$ cat config.mk
export PLATFORM = sky130hd
export DESIGN_NAME = simple_token_lexer
export DESIGN_NICKNAME = d
export VERILOG_FILES = /design/src/hw/rtl/stl_pkg.sv /design/src/hw/rtl/stl_core.sv /design/src/hw/rtl/stl_out_fifo.sv /design/src/hw/rtl/simple_token_lexer.sv
export SDC_FILE = /design/constraint.sdc
export NUM_CORES = 1
export LEC_CHECK = 0
export BUFFER_PORTS_ARGS = -buffer_cell sky130_fd_sc_hd__buf_4
export CAP_MARGIN = 25
export CORE_MARGIN = 2
export CORE_UTILIZATION = 45
export CTS_CLUSTER_SIZE = 25
export DETAILED_ROUTE_END_ITERATION = 12
export PLACE_DENSITY_LB_ADDON = 0.05
export SYNTH_ARGS = -nofsm -noshare
export SYNTH_HDL_FRONTEND = slang
export SYNTH_SLANG_ARGS = --single-unit
$ cat constraint.sdc
create_clock -name clk -period 3.59 [get_ports clk]
set_input_delay 0.5385 -clock clk [delete_from_list [all_inputs] [get_ports clk]]
set_output_delay 0.5385 -clock clk [all_outputs]
set_load 0.01 [all_outputs]
$ cat src/hw/rtl/stl_pkg.sv
// Shared types, character codes and helpers for the token lexer.
package stl_pkg;

    localparam int FIFO_DEPTH = 4;
    localparam int CNT_W      = $clog2(FIFO_DEPTH + 1);
    localparam int PTR_W      = $clog2(FIFO_DEPTH);

    localparam logic [7:0] CH_ZERO  = 8'd48;
    localparam logic [7:0] CH_NINE  = 8'd57;
    localparam logic [7:0] CH_UP_A  = 8'd65;
    localparam logic [7:0] CH_UP_Z  = 8'd90;
    localparam logic [7:0] CH_LO_A  = 8'd97;
    localparam logic [7:0] CH_LO_Z  = 8'd122;
    localparam logic [7:0] CH_GT    = 8'd62;
    localparam logic [7:0] CH_LT    = 8'd60;
    localparam logic [7:0] CH_EQ    = 8'd61;
    localparam logic [7:0] CH_SPACE = 8'd32;

    typedef enum logic [2:0] {
        KIND_NUM     = 3'd0,
        KIND_IDENT   = 3'd1,
        KIND_GE      = 3'd2,
        KIND_LE      = 3'd3,
        KIND_ASSIGN  = 3'd4,
        KIND_INVALID = 3'd5
    } kind_t;

    typedef enum logic [2:0] {
        MODE_IDLE    = 3'd0,
        MODE_NUM     = 3'd1,
        MODE_IDENT   = 3'd2,
        MODE_CMP     = 3'd3,
        MODE_ASSIGN  = 3'd4,
        MODE_INVALID = 3'd5
    } mode_t;

    typedef struct packed {
        logic [7:0] ch;
        kind_t      kind;
        logic       last;
        logic       run_last;
    } result_t;

    // Results of one accepted character, in order, r0 first.
    typedef struct packed {
        logic [1:0] n;
        result_t    r0;
        result_t    r1;
    } push_t;

    typedef struct packed {
        logic held_valid;
        mode_t mode;
    } core_status_t;

    typedef struct packed {
        logic [CNT_W-1:0] count;
    } fifo_status_t;

    function automatic logic is_digit(input logic [7:0] c);
        return (c >= CH_ZERO) && (c <= CH_NINE);
    endfunction

    function automatic logic is_letter(input logic [7:0] c);
        return ((c >= CH_UP_A) && (c <= CH_UP_Z)) || ((c >= CH_LO_A) && (c <= CH_LO_Z));
    endfunction

    function automatic result_t mk_result(input logic [7:0] c, input kind_t k,
                                          input logic last);
        result_t r;
        r.ch       = c;
        r.kind     = k;
        r.last     = last;
        r.run_last = 1'b0;
        return r;
    endfunction

endpackage

$ cat src/hw/rtl/stl_core.sv
// Lexer state and per-character classification: one character in, up to two words out.
module stl_core (
    input  logic                 clk,
    input  logic                 rst_n,
    input  logic                 fire,
    input  logic [7:0]           char_code,
    input  logic                 line_end,
    output stl_pkg::push_t       push,
    output stl_pkg::core_status_t status
);
    import stl_pkg::*;

    mode_t      mode_reg,  mode_next;
    logic [7:0] char_reg,  char_next;
    kind_t      kind_reg,  kind_next;
    logic       valid_reg, valid_next;

    mode_t   mode_eff;
    logic    st_valid;
    kind_t   st_kind;
    mode_t   st_mode;
    logic    go_on;
    kind_t   cmp_kind;
    push_t   p;

    // Token opened by the current character from idle
    always_comb
    begin
        st_valid = 1'b1;
        st_kind  = KIND_INVALID;
        st_mode  = MODE_INVALID;
        priority if (char_code == CH_SPACE)
        begin
            st_valid = 1'b0;
            st_mode  = MODE_IDLE;
        end
        else if (is_digit(char_code))
        begin
            st_kind = KIND_NUM;
            st_mode = MODE_NUM;
        end
        else if (is_letter(char_code))
        begin
            st_kind = KIND_IDENT;
            st_mode = MODE_IDENT;
        end
        else if ((char_code == CH_GT) || (char_code == CH_LT))
        begin
            st_kind = KIND_INVALID;
            st_mode = MODE_CMP;
        end
        else if (char_code == CH_EQ)
        begin
            st_kind = KIND_ASSIGN;
            st_mode = MODE_ASSIGN;
        end
        else
        begin
            // Any other byte opens an invalid token
            st_kind = KIND_INVALID;
            st_mode = MODE_INVALID;
        end
    end

    always_comb
    begin
        mode_eff = valid_reg ? mode_reg : MODE_IDLE;
        cmp_kind = (char_reg == CH_GT) ? KIND_GE : KIND_LE;
        unique case (mode_eff)
            MODE_NUM:   go_on = is_digit(char_code);
            MODE_IDENT: go_on = is_digit(char_code) || is_letter(char_code);
            default:    go_on = (char_code == CH_EQ);
        endcase
    end

    always_comb
    begin
        mode_next  = mode_reg;
        char_next  = char_reg;
        kind_next  = kind_reg;
        valid_next = valid_reg;
        p.n  = 2'd0;
        p.r0 = mk_result(char_reg, kind_reg, 1'b0);
        p.r1 = mk_result(char_code, cmp_kind, 1'b1);
        if (fire)
        begin
            mode_next = mode_eff;
            unique case (mode_eff)
                MODE_NUM, MODE_IDENT, MODE_ASSIGN:
                begin
                    p.n = 2'd1;
                    if (go_on)
                    begin
                        p.r0      = mk_result(char_reg, kind_reg, 1'b0);
                        char_next = char_code;
                    end
                    else
                    begin
                        p.r0       = mk_result(char_reg, kind_reg, 1'b1);
                        char_next  = char_code;
                        kind_next  = st_kind;
                        valid_next = st_valid;
                        mode_next  = st_mode;
                    end
                end
                MODE_CMP:
                begin
                    if (char_code == CH_EQ)
                    begin
                        // Sign and '=' leave together as one two-character token
                        p.n        = 2'd2;
                        p.r0       = mk_result(char_reg, cmp_kind, 1'b0);
                        p.r1       = mk_result(char_code, cmp_kind, 1'b1);
                        valid_next = 1'b0;
                        mode_next  = MODE_IDLE;
                    end
                    else
                    begin
                        p.n       = 2'd1;
                        p.r0      = mk_result(char_reg, KIND_INVALID, 1'b0);
                        char_next = char_code;
                        kind_next = KIND_INVALID;
                        mode_next = MODE_INVALID;
                    end
                end
                MODE_INVALID:
                begin
                    p.n       = 2'd1;
                    p.r0      = mk_result(char_reg, KIND_INVALID, 1'b0);
                    char_next = char_code;
                    kind_next = KIND_INVALID;
                end
                default:
                begin
                    char_next  = char_code;
                    kind_next  = st_kind;
                    valid_next = st_valid;
                    mode_next  = st_mode;
                    if (!st_valid)
                    begin
                        char_next = char_reg;
                        kind_next = kind_reg;
                    end
                end
            endcase

            // Flush whatever is held at the end of the line
            if (line_end && valid_next)
            begin
                if (p.n == 2'd0)
                begin
                    p.r0 = mk_result(char_next, kind_next, 1'b1);
                end
                else
                begin
                    p.r1 = mk_result(char_next, kind_next, 1'b1);
                end
                p.n        = p.n + 2'd1;
                valid_next = 1'b0;
            end
            if (line_end)
            begin
                mode_next = MODE_IDLE;
            end

            if (p.n == 2'd1)
            begin
                p.r0.run_last = 1'b1;
            end
            else if (p.n == 2'd2)
            begin
                p.r1.run_last = 1'b1;
            end
        end
    end

    always_ff @(posedge clk or negedge rst_n)
    begin
        if (!rst_n)
        begin
            mode_reg  <= MODE_IDLE;
            char_reg  <= '0;
            kind_reg  <= KIND_NUM;
            valid_reg <= 1'b0;
        end
        else
        begin
            mode_reg  <= mode_next;
            char_reg  <= char_next;
            kind_reg  <= kind_next;
            valid_reg <= valid_next;
        end
    end

    assign push              = p;
    assign status.held_valid = valid_reg;
    assign status.mode       = mode_reg;

endmodule

$ cat src/hw/rtl/stl_out_fifo.sv
// Result queue: takes up to two words per cycle, hands out one.
module stl_out_fifo (
    input  logic                  clk,
    input  logic                  rst_n,
    input  stl_pkg::push_t        push,
    input  logic                  pop,
    output stl_pkg::result_t      head,
    output logic                  not_empty,
    output stl_pkg::fifo_status_t status
);
    import stl_pkg::*;

    result_t          entry_reg  [FIFO_DEPTH];
    result_t          entry_next [FIFO_DEPTH];
    logic [CNT_W-1:0] count_reg, count_next;
    logic [CNT_W-1:0] base;

    always_comb
    begin
        base       = count_reg - CNT_W'(pop);
        count_next = base + CNT_W'(push.n);
        for (int i = 0; i < FIFO_DEPTH; i++)
        begin
            // Shift down on a pop, then append behind the survivors
            if (CNT_W'(i) < base)
            begin
                entry_next[i] = pop ? entry_reg[PTR_W'(i + 1)] : entry_reg[i];
            end
            else if ((CNT_W'(i) == base) && (push.n != 2'd0))
            begin
                entry_next[i] = push.r0;
            end
            else if ((CNT_W'(i) == base + CNT_W'(1)) && (push.n == 2'd2))
            begin
                entry_next[i] = push.r1;
            end
            else
            begin
                entry_next[i] = entry_reg[i];
            end
        end
    end

    always_ff @(posedge clk or negedge rst_n)
    begin
        if (!rst_n)
        begin
            count_reg <= '0;
        end
        else
        begin
            count_reg <= count_next;
        end
    end

    always_ff @(posedge clk)
    begin
        for (int i = 0; i < FIFO_DEPTH; i++)
        begin
            entry_reg[i] <= entry_next[i];
        end
    end

    assign head         = entry_reg[0];
    assign not_empty    = (count_reg != '0);
    assign status.count = count_reg;

endmodule

$ cat src/hw/rtl/simple_token_lexer.sv
// Streaming lexer top level: character words in, tagged token character words out.
// One character is accepted per cycle while in_ready is high, and the words it causes appear
// at the output from the next cycle on. A character gives zero, one or two output words; the
// output port moves one word per cycle while out_ready is high, so the sustained rate is one
// character per cycle while each gives at most one word, and the '=' of a "<=" or ">=" pair
// gives two words. Words wait in a four-entry queue; in_ready is high while at most two words
// are queued, so input waits only while the output side leaves words standing in the queue.
// The last character of a token is known only from the character after it or from line_end,
// so a token character leaves one character late unless the line ends.
module simple_token_lexer (
    input  logic       clk,
    input  logic       rst_n,
    input  logic       in_valid,
    output logic       in_ready,
    input  logic [7:0] char_code,
    input  logic       line_end,
    output logic       out_valid,
    input  logic       out_ready,
    output logic [7:0] out_char,
    output logic [2:0] token_kind,
    output logic       token_last,
    output logic       run_last
);
    import stl_pkg::*;

    logic         fire;
    logic         pop;
    push_t        push;
    result_t      head;
    core_status_t core_st;
    fifo_status_t fifo_st;

    // Room for two more words must be there before a character is taken
    assign in_ready = (fifo_st.count <= CNT_W'(FIFO_DEPTH - 2));
    assign fire     = in_valid && in_ready;
    assign pop      = out_valid && out_ready;

    stl_core u_core (
        .clk       (clk),
        .rst_n     (rst_n),
        .fire      (fire),
        .char_code (char_code),
        .line_end  (line_end),
        .push      (push),
        .status    (core_st)
    );

    stl_out_fifo u_fifo (
        .clk       (clk),
        .rst_n     (rst_n),
        .push      (push),
        .pop       (pop),
        .head      (head),
        .not_empty (out_valid),
        .status    (fifo_st)
    );

    assign out_char   = head.ch;
    assign token_kind = head.kind;
    assign token_last = head.last;
    assign run_last   = head.run_last;

    a_no_overflow: assert property (@(posedge clk) disable iff (!rst_n)
        fifo_st.count <= CNT_W'(FIFO_DEPTH))
        else $error("result queue overflow");

    a_line_end_flush: assert property (@(posedge clk) disable iff (!rst_n)
        fire && line_end |=> !core_st.held_valid && (core_st.mode == MODE_IDLE))
        else $error("character still held after line end");

    a_push_only_on_fire: assert property (@(posedge clk) disable iff (!rst_n)
        !fire |-> (push.n == 2'd0))
        else $error("words pushed without an accepted character");

    a_pair_ends_token: assert property (@(posedge clk) disable iff (!rst_n)
        (push.n == 2'd2) |-> push.r1.last && push.r1.run_last && !push.r0.run_last)
        else $error("second word of a pair does not close the run");

endmodule

# Word level (Yosys, flattened, before mapping)
# Memory sizes are Yosys's and may differ from the RTL's.
# Cells that the tools add are included.
[word_totals] ff_bits=18 latchBits=0 ramBits=52 romBits=0 input_bits=13 output_inout_bits=15 wordCells=130 mem_count=1
[mem_list] memory="u_fifo.entry_reg" depth=4 word_bits=13 rd=4 rd_clocked_by_memory_dff=0 write_ports=4 line="stl_out_fifo.sv:13" rtl="result_t entry_reg [FIFO_DEPTH];"
[op_classes] add_sub_neg=4 n_mul=0 n_div=0 n_lt_le_gt_ge=11 eq_ne=25 n_shift=0 mux=57 bitwise_logic=0 reduce_logical=27
[ops] cell="$mux 13" n=18
[ops] cell="$mux 28" n=3
[ops] cell="$mux 3" n=15
[ops] cell="$pmux 15 s3" n=1
[ops] cell="$eq 8x6->1 const B" n=5
[ops] cell="$mux 15" n=2
[ops] cell="$pmux 3 s3" n=2
[ops] cell="$ge 8x7->1 const B" n=2
[ops] cell="$le 8x7->1 const B" n=2
[ops] cell="$mux 8" n=2
[ops] cell="$pmux 8 s2" n=1
[ops] cell="$logic_and 1x1->1" n=14
[ops] cell="$eq 2x3->1 const A" n=4
[ops] cell="$mux 1" n=10
[ops] cell="$ne 3x3->1 const B" n=3
[ops] cell="$ge 8x6->1 const B" n=1
[ops] cell="$le 8x6->1 const B" n=1
[ops] cell="$eq 1x3->1 const A" n=2
[ops] cell="$eq 3x2->1 const B" n=2
[ops] cell="$eq 3x3->1 const B" n=2
[ops] cell="$logic_not 3->1" n=2
[ops] cell="$lt 1x3->1 const A" n=2
[ops] cell="$lt 2x3->1 const A" n=2
[ops] cell="$ne 2x2->1 const B" n=3
[ops] cell="18 further kinds" n=23

# Logic depth before layout (Yosys ltp)
# Gate-level depths: netlist (run 1).
[depth] ltp_word=21 depth_mapped=14 mapped_depth_nobuf=13

# Hierarchy
# Synthesis (run 1) repeated with hierarchy kept, for this count alone.
[unflattened] hier_cells=484 hier_area_um2=4555.6
[by_module_without_submodules] mod="stl_out_fifo" instances=1 cells_per_inst=290 area_each_um2=3060.4 seq_area_each_um2=1636.6
[by_module_without_submodules] mod="stl_core" instances=1 cells_per_inst=191 area_each_um2=1473.9 seq_area_each_um2=375.4
[by_module_without_submodules] mod="simple_token_lexer" instances=1 cells_per_inst=3 area_each_um2=21.3 seq_area_each_um2=0.0

# Worst setup path after synthesis (run 1)
# Ideal clock, no wire load.
[synth_path] kind="input to register" from="input port char_code[1]" to="memory u_fifo.entry_reg[1][0] in the netlist's numbering (enable)" setup_time_ps=428 arrival_ps=3435 required_ps=3162 setup_slack_ps=-273 path_stages=12 path_buffers=2 path_cell_list="buf_2 nand4b_2 nor4_1 inv_1 ha_1 o31ai_1 nand2_2 o21ai_4 buf_4 nor2_1 o21ai_0 o21ai_0"
[synth_lines] element="start: declaration" line="simple_token_lexer.sv:15" rtl="input logic [7:0] char_code,"
[synth_lines] element="end: declaration" line="stl_out_fifo.sv:13"

==> reports/results.ini, run 1 <==
[outcome]
status = finished clean

[drt]
drc = 0
wl_met2_mm = 6.14
routed.top_layer = met4
vias = 3898
met1_length_mm = 6.10
post_drt_wl_per_cell_um = 20.3
drtIter0Drc = 277
ant_nets = 0
via_per_inst = 5.97
firstDrtPassIters = 4
drt-total-wl_mm = 13.2
wl_met3_um = 644

[cts]
cts_tree = built
cts-resized-gates = 0
cts_sinks = 70
path_clk_slew_ps = 80
h-tree-depth = 3
post_cts_buffers = 0
root_buffer = clkbuf_8
clock_latency_ps = 350
numCtsBuffers = 9
cts_hold_buffers = 0
clk_path_buf_depth = 2

[sta]
tightest_slew_ps = 664
clock.fmax_ghz = 0.311
hold_violations = 0
skew_ps = 17.3
tns_ps = 0
finalCriticalPeriod_ps = 3210
holdWs_ps = 49.1
relSlewSlack_pct = 55.7
rsz0062_at_grt = no
post-route-period-util_pct = 89.5
drv_slew = 0
setup_viol = 0

[setup_path]
critPathLaunchType = register
r2r_start = u_core.mode_reg[2]
rr_worst_depth = 12
cp-end-kind = register
timing.rr.end = u_fifo.entry_reg[1][9]
r2r_slack_ps = 380
crit_fanout = 12
worst-setup-path-type = register to register
crit_arrival_ps = 3310
required_ps = 3690

[floorplanning]
num_rows = 36
initial_utilization_pct = 45.7
die_area_um2 = 10600
die_w_um = 103
core-area_um2 = 9640
ios = 28
die_y_um = 103

[power]
max-vdd-ir-drop_mv = 0.462
powerDensity_nw_per_um2 = 980
p_leak_nw = 1.95

[synthesis]
synthCells = 464
yosysTopAreaCell = edfxtp_1
synth_nets = 482
ys_warn_count = 0
yosys.area.top_type_share_pct = 35.4
synth-edff-count = 52
synth_area_um2 = 4410
synthFlopType = edfxtp_1
synthArstFlopShare_pct = 25.7
seq_area_frac_synth_pct = 45.6
yosys_register_bits = 70
syn-mean-instance-area_um2 = 9.50
synthTopCellsByArea = edfxtp_1, dfrtp_1, nand2_1
synthDistinctLibCells = 73

[layout]
fillers = 936
area_growth_pct = 18.5
drive_gt1_share_pct = 21.0
fin_util_pct = 54.2
diodes = 0
largest_reg_flops = 52
fin_nets = 533

[global_routing]
grt_max_degree = 23
gr-total-overflow = 0
grt_pass1_vias = 3791
antenna_found_initial = 0
grt_pass1_wl_mm = 21.0
track_usage_pct = 26.6

[placed_design]
routabilityCongestion = 0.962
io_buffers = 27
dp.final_hpwl_mm = 10.0

[flow_run]
cap_viol_max_count = 0

[hold_path]
holdCritPathClass = primary input to asynchronous set/reset pin

==> cell usage after synthesis (3+ instances only) <==
library cell,count
o21ai_2,3
dfrtp_1,18
nor3_2,4
clkbuf_1,16
o31ai_1,4
a31oi_1,8
or3_1,3
inv_1,14
o211ai_1,11
nand3_1,14
o21ai_1,11
ha_1,5
a21oi_1,35
buf_2,8
a22o_1,9
nand2b_1,5
xnor2_1,3
a22oi_1,3
a21o_1,3
nor2_1,46
o21a_1,4
nand2_1,64
mux2i_1,19
o22ai_1,9
o22a_1,4
o21ai_0,15
or4_1,4
o221ai_1,4
nor3_1,5
edfxtp_1,52
o311ai_1,3
or2_2,4
a221oi_1,3
==> through the flow <==
step           power (mW)  setup WS (ps)  cell area, um2  cells
2_1_floorplan        3.36           70.3            4420    464
3_3_place_gp         4.36            194            5000    637
3_5_place_dp         4.38            157            5000    637
4_1_cts              5.12            276            5220    653
5_1_grt              5.47            101            5220    653
6_report             5.12            377            5220    653
==> worst max-delay path, cell delays in order (launching register included) <==
cell	delay [ps]
dfrtp_1	470
buf_4	210
o31ai_1	360
nor2_1	150
inv_1	80
ha_1	260
o31ai_1	350
nand2_2	130
o21ai_4	300
nor3_4	110
buf_4	200
mux2i_1	230
a21oi_1	100
==> placed cells by master (no fill, tap or decap), types with 5 or more instances in the layout <==
cell type  count
ha_1           5
nand3_1       14
a22o_1         9
buf_4         64
a31oi_1        8
edfxtp_1      52
nand2b_1       5
clkbuf_8       9
mux2i_1       19
nand2_1       64
o211ai_1      11
nor3_1         5
o22ai_1        9
o21ai_0       12
dfrtp_1       18
o21ai_1       14
inv_1         14
a21oi_1       35
nor2_1        46
==> how the worst max path moves through the flow <==
stage / startpoint / to / slack (ps)
after floorplan: char_code[1] / u_fifo.entry_reg[1][0] / 70
after global placement: char_code[1] / u_fifo.entry_reg[1][8] / 190
after detailed placement: char_code[1] / u_fifo.entry_reg[1][6] / 160
after CTS: u_core.mode_reg[2] / u_fifo.entry_reg[1][10] / 280
after global routing: u_core.mode_reg[2] / u_fifo.entry_reg[3][9] / 100
final: u_core.mode_reg[2] / u_fifo.entry_reg[1][9] / 380
==> power by group <==
group          switching, mW  total (mW)  internal (mW)
combinational           1.59        2.61           1.01
sequential             0.257        1.77           1.52
clock                  0.335       0.733          0.398
total                   2.19        5.12           2.93
==> layer usage <==
layer | vias to the layer above | track usage [%]
li1 | 1859 | -
met1 | 1880 | 38.2
met2 | 134 | 40.1
met3 | 25 | 4.20
met4 | 0 | 11.0
met5 | - | 0
==> cell type report <==
type                    count  area (um2)  area share [%]
clock buffers              10         128            2.44
clock inverters             6        93.8            1.80
inverters                  14        52.6            1.01
multi-input cells         354        2250            43.1
flip-flops and latches     70        2010            38.5
well taps                 133         166            3.19
repair buffers             66         520            9.97
==> kinds of logic (layout without fill, tap and decap cells) <==
family | Yosys count | after routing | share of synthesized area [%]
fa+ha+maj | 5 | 5 | 1.42
compound gates | 151 | 151 | 23.6
mux | 19 | 19 | 4.31
buf+inv | 40 | 96 | 3.80
flops | 70 | 70 | 45.6
simple gates | 175 | 175 | 20.4
xor+xnor | 4 | 4 | 0.795
Power figures use the tool's default switching activity.
==> inputs of run 2 (changes only) <==
--- a/config.mk
+++ b/config.mk
@@ -7,10 +7,10 @@
 export LEC_CHECK = 0
 export BUFFER_PORTS_ARGS = -buffer_cell sky130_fd_sc_hd__buf_4
 export CAP_MARGIN = 25
-export CORE_MARGIN = 2
 export CORE_UTILIZATION = 45
 export CTS_CLUSTER_SIZE = 25
 export DETAILED_ROUTE_END_ITERATION = 12
+export HOLD_SLACK_MARGIN = 0.03
 export PLACE_DENSITY_LB_ADDON = 0.05
 export SYNTH_ARGS = -nofsm -noshare
 export SYNTH_HDL_FRONTEND = slang
==> constraint.sdc (replaced) <==
create_clock -name clk -period 3.59 [get_ports clk]
set_input_delay 0.1795 -clock clk [delete_from_list [all_inputs] [get_ports clk]]
set_output_delay 0.1795 -clock clk [all_outputs]
set_load 0.01 [all_outputs]
==> run 2 against run 1 <==
  * Global-route usage is 2.1 points higher
  * Routed wire length is 2.2% higher
  * Sequential power hardly changed
  * Largest cell class unchanged
  * Clock power is 11% lower
  * Design area is 2.2% lower
  * Cell count is 1.7% lower
  * Via count is 0.49% higher
==> reports/results.ini, run 2 (synthesized netlist as in run 1, its figures left out) <==
[outcome]
status = finished clean

[drt]
ant_nets = 0  ; unchanged
firstDrtPassIters = 6  ; +2
vias = 3917  ; +0.49%
post_drt_wl_per_cell_um = 21.1  ; +4.0%
via_per_inst = 6.10  ; +2.2%
drc = 0  ; unchanged
drtIter0Drc = 280  ; +1.1%
drt-total-wl_mm = 13.5  ; +2.2%

[sta]
clock.fmax_ghz = 0.306  ; -1.7%
finalCriticalPeriod_ps = 3270  ; +54.9 ps
setup_viol = 0  ; unchanged
rsz0062_at_grt = no
hold_violations = 0  ; unchanged
drv_slew = 0  ; unchanged
tightest_slew_ps = 666  ; +2.12 ps
skew_ps = 6.21  ; -11.1 ps
holdWs_ps = 95.6  ; +46.5 ps
relSlewSlack_pct = 55.6  ; -0.12 points
post-route-period-util_pct = 91.0  ; +1.5 points

[cts]
path_clk_slew_ps = 80  ; about the same
root_buffer = clkbuf_8
post_cts_buffers = 0  ; unchanged
clock_latency_ps = 340  ; about the same
cts_sinks = 70  ; unchanged
h-tree-depth = 3  ; unchanged
clk_path_buf_depth = 2  ; unchanged
cts_tree = built
numCtsBuffers = 9  ; unchanged

[placed_design]
dp.final_hpwl_mm = 10.2  ; +1.8%
io_buffers = 27  ; unchanged
dp_cells = 625  ; -1.9%
routabilityCongestion = 0.924  ; -4.0%

[flow_run]
cap_viol_max_count = 0  ; unchanged

[power]
max-vdd-ir-drop_mv = 0.336  ; -27%
p_leak_nw = 1.89  ; -2.9%
powerDensity_nw_per_um2 = 985  ; +0.53%

[layout]
area_growth_pct = 15.9
final_common_cell = nand2_1
fillers = 920  ; -1.7%
diodes = 0  ; unchanged
fin_nets = 526  ; -1.3%
seqCellArea_um2 = 2010  ; unchanged
final_cell_mix = nand2_1, buf_4, edfxtp_1, nor2_1, a21oi_1
drive_gt1_share_pct = 19.1  ; -1.9 points
stdcell_count = 642  ; -1.7%
multi_input_area_um2 = 2230  ; -0.89%
largest_reg_flops = 52  ; unchanged

[floorplanning]
die_w_um = 101  ; -1.9%
die_y_um = 101  ; -1.9%
die_area_um2 = 10200  ; -3.8%
initial_utilization_pct = 47.0  ; +1.3 points
core-area_um2 = 9370  ; -2.8%
num_rows = 35  ; -2.8%
ios = 28  ; unchanged

[global_routing]
grt_pass1_vias = 3880  ; +2.3%
track_usage_pct = 28.7  ; +2.1 points
grt_max_degree = 19  ; -17%
grt_pass1_wl_mm = 21.3  ; +1.4%
antenna_found_initial = 0  ; unchanged
gr-total-overflow = 0  ; unchanged

[setup_path]
crit_arrival_ps = 3370  ; +60 ps
worst-setup-path-type = register to register
required_ps = 3690  ; about the same
cp-end-kind = register
critPathLaunchType = register
crit_fanout = 9  ; -3

[hold_path]
holdCritPathClass = primary input to register

-- run 2: repair_timing --
| action | CTS | global route |
|---|---|---|
| setup endpoints to repair | 0 | 1 |
| resized for setup | 0 | 1 |
| hold buffers | 1 | 0 |
| hold endpoints to repair | 18 | 0 |
-- run 2: worst paths after layout --
check | startpoint | end | slack, ps | cells past startpoint
max | u_core.mode_reg[2] | u_fifo.entry_reg[1][5] | 320 | 11
min | line_end | u_core.mode_reg[0] | 100 | 2
max reg2reg | u_core.mode_reg[2] | u_fifo.entry_reg[1][5] | 320 | 11
min reg2reg | u_fifo.entry_reg[1][10] | u_fifo.entry_reg[0][10] | 530 | 2
max in group asynchronous | rst_n | u_core.char_reg[7] | 3140 | 2
min in group asynchronous | rst_n | u_core.kind_reg[0] | 240 | 2
-- run 2: layer usage --
metal  vias to the layer above  global-route usage, %  wire [um]
li1                       1860                      -          -
met1                      1889                   38.4       5930
met2                       143                   47.8       6590
met3                        25                   4.09        712
met4                         0                   9.48        301
met5                         -                      0          0
-- run 2: metrics by stage --
step	power [mW]	TNS, ps	setup slack (ps)	utilization [%]	area, um2
finish	5.03	0	322	54.5	5110
global route	5.36	0	81.0	54.5	5110
CTS	5.02	0	314	54.5	5110
detailed placement	4.36	0	305	52.3	4900
global placement	4.34	0	383	52.3	4900
floorplan	3.35	-1640	-63.0	-	4410
-- run 2: final cells by class --
| cell class | count | area share, % |
|---|---|---|
| clock inverters | 7 | 1.40 |
| inverters | 14 | 1.03 |
| repair buffers | 59 | 8.97 |
| multi-input cells | 354 | 43.6 |
| clock buffers | 9 | 2.43 |
| well taps | 129 | 3.16 |
| flip-flops and latches | 70 | 39.4 |
-- run 2: worst max-delay path, stage by stage (launching register included) --
cell and delay [ps]:
dfrtp_1 480, nand2b_1 210, nor4_1 370, inv_1 170, ha_1 350, o31ai_1 370
nand2_2 130, o21ai_4 300, buf_4 240, nor3_4 100, mux2i_1 210, a21oi_1 90
-- run 2: where the power goes --
part	total, mW	switching [mW]	internal (mW)	leakage (nW)
sequential	1.79	0.274	1.52	0.707
combinational	2.59	1.60	0.987	1.09
clock	0.650	0.327	0.322	0.0937
total	5.03	2.20	2.83	1.89
